[config.mk]
export PLATFORM = sky130hd
export DESIGN_NAME = wma_store
export DESIGN_NICKNAME = d
export VERILOG_FILES = /design/src/rtl/wma_pkg.sv /design/src/rtl/wma_store.sv
export SDC_FILE = /design/constraint.sdc
export NUM_CORES = 1
export LEC_CHECK = 0
export ABC_AREA = 0
export BUFFER_PORTS_ARGS = -buffer_cell sky130_fd_sc_hd__buf_2
export CAP_MARGIN = 25
export CORE_ASPECT_RATIO = 1.1
export CORE_MARGIN = 5
export CORE_UTILIZATION = 59
export CTS_CLUSTER_DIAMETER = 80
export DETAILED_ROUTE_END_ITERATION = 16
export PLACE_DENSITY_LB_ADDON = 0.08
export SLEW_MARGIN = 40
export SYNTH_ARGS = -nofsm -noshare
export SYNTH_HDL_FRONTEND = slang
export SYNTH_SLANG_ARGS = --single-unit
[constraint.sdc]
create_clock -name clk -period 2.75 [get_ports clk]
set_input_delay 0.825 -clock clk [delete_from_list [all_inputs] [get_ports clk]]
set_output_delay 0.825 -clock clk [all_outputs]
set_load 0.02 [all_outputs]
[src/rtl/wma_pkg.sv]
// Package with widths, constants and shared types of the weighted moving average.
package wma_pkg;

  localparam int WINDOW_DEF  = 8;
  localparam int NUM_WEIGHTS = 8;
  localparam int WIDX_W      = 3;
  localparam int SAMPLE_W    = 16;
  localparam int WEIGHT_W    = 16;
  localparam int CNT_W       = 4;
  localparam int PROD_W      = SAMPLE_W + WEIGHT_W + 1;
  localparam int ACC_W       = PROD_W + 3;
  localparam int WSUM_W      = WEIGHT_W + 3;
  localparam int CFG_ADDR_W  = 4;
  localparam int IN_TDATA_W  = 16;
  localparam int OUT_TDATA_W = 24;
  localparam int DIV_ITER    = ACC_W / 2;
  localparam int DIV_CNT_W   = 5;

  typedef struct packed {
    logic                     start;
    logic signed [ACC_W-1:0]  dividend;
    logic [WSUM_W-1:0]        divisor;
  } div_req_t;

  typedef struct packed {
    logic                       done;
    logic signed [SAMPLE_W-1:0] quotient;
  } div_rsp_t;

endpackage

[src/rtl/wma_store.sv]
// Sample window memory with one write port and a registered read port.
module wma_store
  import wma_pkg::*;
#(
  parameter int WINDOW = WINDOW_DEF,
  parameter int AW     = (WINDOW > 1) ? $clog2(WINDOW) : 1
) (
  input  logic                       clk,
  input  logic                       wr_en,
  input  logic [AW-1:0]              wr_addr,
  input  logic signed [SAMPLE_W-1:0] wr_data,
  input  logic                       rd_en,
  input  logic [AW-1:0]              rd_addr,
  output logic signed [SAMPLE_W-1:0] rd_data
);

  logic signed [SAMPLE_W-1:0] mem [WINDOW];
  logic signed [SAMPLE_W-1:0] rd_data_r;

  always_ff @(posedge clk) begin
    if (wr_en) begin
      mem[wr_addr] <= wr_data;
    end
    if (rd_en) begin
      rd_data_r <= mem[rd_addr];
    end
  end

  assign rd_data = rd_data_r;

endmodule

==> impl_metrics.toml <==
[sta]
max_freq_mhz = 522.6
timing.final.crit_share = 0.6958
setup_violations = 0
rsz0062_at_grt = "false"
setup_tns_ps = 0
tightest_slew_ps = 489.5
finClkSkew_ps = 6.318
hold_violations = 0
relSlewSlack = 0.6737
drv_slew = 0
finalCriticalPeriod_ps = 1913

[floorplan]
num_io_pins = 41
start_util = 0.6085
dieWidth_um = 101.7
core_area_um2 = 8964
rows = 36
die_h_um = 110.8
die_area_um2 = 11270

[cells_and_area]
multi_input_area_um2 = 1075
seq_area_um2 = 4324
antenna_cells = 0
layout.nets = 299
drive_gt1_frac = 0.3531
utilization = 0.7194
area_delta_synth_final_pct = 18.24
fillers = 514

[power]
cell_internal_pwr_mw = 3.998
power_leakage_nw = 2.222
netSwitchingPower_uw = 981.7
p_sw_frac = 0.1971
clock_power_share = 0.443
seq_power_share = 0.507
power_density_nw_per_um2 = 772.3
max-vdd-ir-drop_uv = 570.7
comb_power_share = 0.050

[logic_synthesis]
synthArstFlopShare = 0
synth_top_area_frac = 0.7928
synth_nets = 239
yosys.cell_count.top_type = "edfxtp_1"
synthCells = 214
yosys-top-cells-area = "edfxtp_1, mux4_1, mux2_2"
synthDistinctLibCells = 11
yosysTopAreaCell = "edfxtp_1"
synth_edf_count = 144
seq_area_frac_synth = 0.7928
yosysWarnings = 0
synth_commonest_cells = "edfxtp_1, mux4_1, mux2_2"
synth_area_um2 = 5454
dominantRegCellSynth = "edfxtp_1"
synth-seq-cells = 144
syn_area_per_cell_um2 = 25.49

[clocking]
post_cts_resize_count = 0
numClockSinks = 144
clk_pin_slew_ps = 60
clock_path_buffers = 2
ctsHtreeMaxLevel = 4
cts_tree = "done"
numCtsBuffers = 17
cts_setup_buffers = 0
clock_latency_ps = 510
ctsHoldBuffers = 0
cts-root-buf = "clkbuf_8"

[setup_path]
critPathRequiredTime_ps = 1930
path_class = "register to output pin"
path_buf_inv = 1
crit_slowest_cell = "edfxtp_1"
cpLargestDelayFamily = "flip-flops"
crit_chain = "buf_2"
start_kind = "register"
cp_slowest_stage_delay_ps = 400
arrival_ps = 1090
end_kind = "output pin"
cp_max_fo = 1

[routing]
detail-route-antenna-nets = 0
drc = 0
vias_per_cell = 5.870
drtIter0Drc = 136
drt_wl_total_um = 9161
wire_per_inst_um = 22.90
vias = 2348
dr.pass1.iters = 4

[global_route]
grt_pass1_wl_um = 13990
grt_use_total = 0.1762
grt_pass1_vias = 2473
grt_max_degree = 33
grt-ovfl-total = 0
antenna_found_initial = 0

[flow_run]
maxCapViolCount = 0

[worst_hold_path]
min_path_type = "primary input to register"

[placement]
io_buffers = 40
hpwl_um = 5003
place.gp.congestion = 0.6587

[run_status]
status = "finished, final reports clean"
## flip-flops by register name, indices dropped and copies added, names as in the netlist
signal	count
rd_data	16
mem	128
## kinds of logic after synthesis
logic type             count (synthesis)  synth area share
AND/OR/NAND/NOR                       13           0.01078
flip-flops                           144            0.7928
multiplexers                          48            0.1844
buffers and inverters                  9           0.01193
## final cells by class
| type | instances | share of cell area |
|---|---|---|
| clock inverter | 13 | 0.02542 |
| multi-input combinational | 61 | 0.1667 |
| clock buffer | 18 | 0.06480 |
| sequential | 144 | 0.6705 |
| timing repair buffer | 50 | 0.05045 |
| tap | 114 | 0.02212 |
## routing by layer
layer / vias up / global-route usage / part of all wire
li1: 1056 / - / -
met1: 1219 / 0.2382 / 0.42
met2: 61 / 0.2757 / 0.51
met3: 12 / 0.05098 / 0.062
met4: 0 / 0.06117 / 0.013
met5: - / 0 / 0
## worst reg2reg max path, cell delays in order (launching register included)
cell	delay, ps
edfxtp_1	390
mux4_1	540
mux2_2	280
## power by group through the flow
| stage | clock network (mW) | registers [mW] | logic (mW) |
|---|---|---|---|
| after floorplan | 0 | 2.59 | 0.125 |
| after global placement | 0 | 2.57 | 0.247 |
| after detailed placement | 0 | 2.57 | 0.254 |
| after CTS | 2.25 | 2.53 | 0.255 |
| after global routing | 2.35 | 2.53 | 0.268 |
| final | 2.20 | 2.53 | 0.249 |
## placed cells by master (no fill, tap or decap)
cell,synthesis,routed
buf_2,0,40
clkbuf_16,0,16
clkinv_4,0,2
edfxtp_1,144,144
clkbuf_8,0,1
mux4_2,4,4
clkinvlp_4,0,4
mux4_1,28,28
mux2_2,16,16
nor3_2,0,2
nand2_1,2,2
clkbuf_1,0,1
bufinv_16,0,3
nor2_1,6,6
nand2b_1,3,3
inv_6,0,2
clkinv_1,0,1
clkinv_2,0,1
buf_12,0,4
buf_4,0,6
## worst paths after layout
kind,slack (ps),start,cells after the start,end
worst max-delay path,840,rd_data[6],1,rd_data[6]
worst min-delay path,570,wr_data[9],1,mem[3][9]
worst max register to register,1290,mem[1][8],2,rd_data[8]
worst min register to register,740,mem[5][2],2,rd_data[2]
## per-stage QoR
step	hold WS [ps]	cell area (µm²)	worst slack, ps	instances	total power [mW]
floorplan	716.1	5454	202.4	214	2.718
global placement	721.6	5867	440.0	369	2.816
detailed placement	732.3	5867	418.1	369	2.827
CTS	559.8	6449	814.5	400	5.028
global route	570.0	6449	795.8	400	5.155
finish	574.0	6449	836.6	400	4.980
Power figures use the tool's default switching activity.
