==> config.mk <==
export PLATFORM = sky130hd
export DESIGN_NAME = wma_div
export DESIGN_NICKNAME = d
export VERILOG_FILES = /design/src/rtl/wma_pkg.sv /design/src/rtl/wma_div.sv
export SDC_FILE = /design/constraint.sdc
export NUM_CORES = 1
export LEC_CHECK = 0
export BUFFER_PORTS_ARGS = -buffer_cell sky130_fd_sc_hd__buf_2
export CORE_ASPECT_RATIO = 1.5
export CORE_MARGIN = 1
export CORE_UTILIZATION = 50
export DETAILED_ROUTE_END_ITERATION = 16
export GPL_ROUTABILITY_DRIVEN = 0
export PLACE_DENSITY = 0.77
export SLEW_MARGIN = 20
export SYNTH_ARGS = -nofsm -noshare
export SYNTH_HDL_FRONTEND = slang
export SYNTH_SLANG_ARGS = --single-unit
==> constraint.sdc <==
create_clock -name clk -period 10.81 [get_ports clk]
set_input_delay 2.162 -clock clk [delete_from_list [all_inputs] [get_ports clk]]
set_output_delay 2.162 -clock clk [all_outputs]
set_load 0.005 [all_outputs]
==> src/rtl/wma_pkg.sv <==
// Package with widths, constants and shared types of the weighted moving average.
package wma_pkg;

  localparam int WINDOW_DEF  = 8;
  localparam int NUM_WEIGHTS = 8;
  localparam int WIDX_W      = 3;
  localparam int SAMPLE_W    = 16;
  localparam int WEIGHT_W    = 16;
  localparam int CNT_W       = 4;
  localparam int PROD_W      = SAMPLE_W + WEIGHT_W + 1;
  localparam int ACC_W       = PROD_W + 3;
  localparam int WSUM_W      = WEIGHT_W + 3;
  localparam int CFG_ADDR_W  = 4;
  localparam int IN_TDATA_W  = 16;
  localparam int OUT_TDATA_W = 24;
  localparam int DIV_ITER    = ACC_W / 2;
  localparam int DIV_CNT_W   = 5;

  typedef struct packed {
    logic                     start;
    logic signed [ACC_W-1:0]  dividend;
    logic [WSUM_W-1:0]        divisor;
  } div_req_t;

  typedef struct packed {
    logic                       done;
    logic signed [SAMPLE_W-1:0] quotient;
  } div_rsp_t;

endpackage

==> src/rtl/wma_div.sv <==
// Signed by unsigned divider, two quotient bits per cycle, truncating toward zero.
module wma_div
  import wma_pkg::*;
(
  input  logic     clk,
  input  logic     rst_n,
  input  div_req_t req,
  output div_rsp_t rsp
);

  logic                  busy_r;
  logic                  done_r;
  logic [DIV_CNT_W-1:0]  cnt_r;
  logic [WSUM_W:0]       rem_r;
  logic [WSUM_W:0]       rem_nxt;
  logic [ACC_W-1:0]      quo_r;
  logic [ACC_W-1:0]      quo_nxt;
  logic [WSUM_W-1:0]     dv_r;
  logic                  neg_r;
  logic [ACC_W-1:0]      mag;

  assign mag = req.dividend[ACC_W-1] ? ACC_W'(-req.dividend) : ACC_W'(req.dividend);

  always_comb begin
    rem_nxt = rem_r;
    quo_nxt = quo_r;
    for (int k = 0; k < 2; k++) begin
      rem_nxt = {rem_nxt[WSUM_W-1:0], quo_nxt[ACC_W-1]};
      quo_nxt = {quo_nxt[ACC_W-2:0], 1'b0};
      if (rem_nxt >= {1'b0, dv_r}) begin
        rem_nxt    = rem_nxt - {1'b0, dv_r};
        quo_nxt[0] = 1'b1;
      end
    end
  end

  always_ff @(posedge clk) begin
    if (!rst_n) begin
      busy_r <= 1'b0;
      done_r <= 1'b0;
      cnt_r  <= '0;
    end else begin
      done_r <= 1'b0;
      if (req.start) begin
        busy_r <= 1'b1;
        cnt_r  <= '0;
      end else if (busy_r) begin
        cnt_r <= cnt_r + 1'b1;
        if (cnt_r == DIV_CNT_W'(DIV_ITER - 1)) begin
          busy_r <= 1'b0;
          done_r <= 1'b1;
        end
      end
    end
  end

  always_ff @(posedge clk) begin
    if (req.start) begin
      rem_r <= '0;
      quo_r <= mag;
      dv_r  <= req.divisor;
      neg_r <= req.dividend[ACC_W-1];
    end else if (busy_r) begin
      rem_r <= rem_nxt;
      quo_r <= quo_nxt;
    end
  end

  assign rsp.done     = done_r;
  assign rsp.quotient = neg_r ? -quo_r[SAMPLE_W-1:0] : quo_r[SAMPLE_W-1:0];

endmodule

==> flow_summary_export.csv <==
group,metric,value,unit
power,total_power,1.42,mW
die,die_area,13000,µm²
setup_path,worst_path_dominant_cell_family,"compound AO/OA/AOI/OAI gates",
synthesis,synth_area_in_simple_gates,0.177,
synthesis,synth_compound_gate_area_share,0.202,
setup_path,worstPathBufferInverterCount,5,
routing,num_vias,5503,
sta,fin_tns_setup,0,ps
setup_path,worst-endpoint-required,11070,ps
cells_and_area,filler_cell_count,1060,
global_routing,grt_first_pass_wirelength,25800,µm
cells_and_area,layout-drive-gt1-share,0.151,
sta,worst_slew_pin_slew,723,ps
clock_network,worst_skew_pair.late_latency,350,ps
die,coreArea,12100,µm²
sta,report.final.setup_viol,0,
die,top_ports,75,
outcome,status,"finished, final reports clean",
global_routing,grt_pass1_vias,5560,
synthesis,yosys.cell_count.top_type,"nor2_1",
global_routing,antenna_found_initial,0,
routing,postRouteWirelength,15300,µm
clock_network,numCtsBuffers,9,
cells_and_area,stdcell_area,7050,µm²
synthesis,ys_types,67,
routing,post-route-drc-count,0,
worst_hold_path,hold_class,"flip-flop to flip-flop",
routing,wl_per_cell,16.4,µm
die,floorplan.die.width,93.5,µm
setup_path,cp_launch_type,"flip-flop",
sta,worst_slew_margin_rel,0.512,
synthesis,synth_area_leaders,"edfxtp_1 27%, ha_1 8.4%, dfxtp_1 8.3%",
clock_network,cts.clk_slew.worst_paths,60,ps
clock_network,htree_num_levels,3,
setup_path,critical_path.slowest_cell,"fa_1",
power,leakage,2.93,nW
global_routing,pin_count_of_the_biggest_net_entering_global_routing,59,
cells_and_area,syn2layout_area_growth,12.2,%
placed_design,dpl.cell_count,913,
routing,ant_nets,0,
synthesis,muxShareOfSynthArea,0.0337,
setup_path,crit_type,"flip-flop to flip-flop",
cells_and_area,layoutNonFillerInstCount,929,
synthesis,share_of_synthesized_flip_flops_with_an_asynchronous_set_or_reset,0,
sta,finalMaxSlewViolations,0,
synthesis,post_synth_fa_ha_maj_area_fraction,0.0900,
placed_design,placed_cell_area,6770,µm²
clock_network,post_cts_resized,0,
sta,finalHoldViolations,0,
sta,final_critical_path_setup_slack,4700,ps
job,timing.max_cap.violations,0,
cells_and_area,final_net_count,873,
setup_path,path_cells,"inv_1, ha_1, inv_1, fa_1, a21o_1, a221oi_2, o21bai_1, a211o_1, a41oi_2, buf_4, nand2_1, o21ai_0, inv_1, fa_1, nand2b_1, a21oi_1, o21ai_0, a21oi_1, a21oi_1, o21ai_0, a211oi_4, buf_4, or3_1, a311oi_1",
setup_path,critical_path_arrival,6370,ps
power,ir_drop,102,µV
clock_network,cts_root_buffer,"clkbuf_16",
synthesis,synth_ff_type,"edfxtp_1",
power,pwr_density_cell,202,nW/µm²
clock_network,clk_path_buf_depth,2,
synthesis,synth_top_cell_by_area,"edfxtp_1",
setup_path,worstPathMaxFanout,34,
routing,via_per_inst,5.92,
clock_network,clock_sinks,82,
setup_path,critical-path-max-stage-delay,450,ps
clock_network,cts_post_setup_buffers_inserted,0,
cells_and_area,n_antenna_cell,0,
clock_network,tritoncts,"yes",
synthesis,syn_inst,709,
routing,detail_route.first_pass.iterations,6,
global_routing,grt.overflow.total,0,
synthesis,synth_top_family_by_area,"compound AO/OA/AOI/OAI gates",
sta,finClkSkew,7.21,ps
synthesis,avgSynthCellArea,8.86,µm²
sta,fin_crit,6110,ps
die,die_height,139,µm
sta,rsz0062_at_grt,"no",
synthesis,synthDominantCellAreaShare,0.268,
sta,maxClockFrequency,0.164,GHz
placed_design,buffers_added_on_ports,74,
routing,drtIter0Drc,439,
synthesis,netlist_top_cells_count,"81 x nor2_1, 63 x a21oi_1, 57 x nand2_1",
global_routing,groute.usage.overall,0.246,
synthesis,postSynthNetCount,811,
die,start_util,0.518,
synthesis,synth_xor_xnor_area_share,0.106,
synthesis,yosysWarnings,0,
sta,fin_crit_sh,0.565,
synthesis,ys_seq_elements,82,
synthesis,synth_edf_count,56,
synthesis,synth_seq_area_share,0.351,
clock_network,ctsHoldBuffers,0,
placed_design,place_ws,4820,ps
placed_design,dp_hpwl,11300,µm
die,rows,49,
setup_path,worst_setup_path_end_kind,"flip-flop",
synthesis,synth.cell_area,6280,µm²
==> cell type report <==
cell class	instances	area, µm²	area share
Multi-Input combinational cell	561	3830	0.543
Sequential cell	82	2200	0.312
Timing Repair Buffer	79	410	0.0582
Clock buffer	12	246	0.0350
Tap cell	153	191	0.0272
Clock inverter	4	27.5	0.00391
Inverter	38	143	0.0202
==> registers in the layout, summed over array words and instances, names as in the netlist <==
name    count
dv_r       19
cnt_r       5
quo_r      36
busy_r      1
done_r      1
rem_r      19
neg_r       1
==> final timing paths <==
kind / from / to / slack (ps) / cells after the start
setup reg to reg: quo_r[35] / rem_r[12] / 4700 / 24
setup / recovery: quo_r[35] / rem_r[12] / 4700 / 24
hold reg to reg: rem_r[18] / rem_r[18] / 500 / 2
hold / removal: rem_r[18] / rem_r[18] / 500 / 2
==> tightest hold or removal path, stage by stage, from the launching register on <==
cell	delay [ps]
dfxtp_1	320
nor2_1	80
a211oi_1	50
==> layout by cell type, fill, tap and decap left out, types with 3 or more instances in the layout <==
cell / count
nand3_1: 5
nand2_1: 57
a311oi_1: 4
o21ai_0: 45
and3_1: 5
a21boi_0: 3
or2_2: 3
nor2_1: 81
inv_1: 37
ha_1: 42
and2_1: 3
edfxtp_1: 56
a21oi_1: 63
o31ai_1: 15
xor2_1: 42
a211oi_1: 16
xnor2_1: 34
or4_1: 6
nor3_1: 15
o41ai_1: 8
nand4_1: 5
a21o_1: 6
mux2i_1: 14
nor4_1: 6
or3_1: 6
o21a_1: 6
buf_4: 6
o21bai_1: 3
a211o_1: 5
or4_4: 3
buf_2: 73
clkbuf_16: 9
nor2b_1: 7
mux2_2: 5
o31a_1: 3
or3b_2: 3
nand2b_1: 10
dfxtp_1: 26
==> metrics by stage <==
| stage | hold WS, ps | util |
|---|---|---|
| after CTS | 501 | 0.581 |
| after floorplan | 463 | - |
| after global routing | 513 | 0.581 |
| final | 496 | 0.581 |
| after detailed placement | 494 | 0.558 |
| after global placement | 487 | 0.558 |
==> routing by layer <==
| layer | wire length, µm | part of all wire | vias to the layer above | global-route usage |
|---|---|---|---|---|
| met5 | 0 | 0 | - | 0 |
| met4 | 477 | 0.031 | 0 | 0.107 |
| met3 | 686 | 0.045 | 44 | 0.0426 |
| met2 | 7880 | 0.52 | 181 | 0.435 |
| met1 | 6210 | 0.41 | 2563 | 0.288 |
| li1 | - | - | 2715 | - |
==> power breakdown <==
part	leakage [nW]	internal, mW	switching [mW]
Combinational	2.04	0.307	0.413
Clock	0.126	0.162	0.127
Sequential	0.764	0.381	0.0317
==> logic make-up after synthesis <==
| logic type | after synthesis |
|---|---|
| simple gates | 225 |
| compound gates | 196 |
| flops | 82 |
| xor+xnor | 76 |
| buf+inv | 66 |
| fa+ha+maj | 44 |
| mux | 20 |
(Power assumes the default switching activity.)
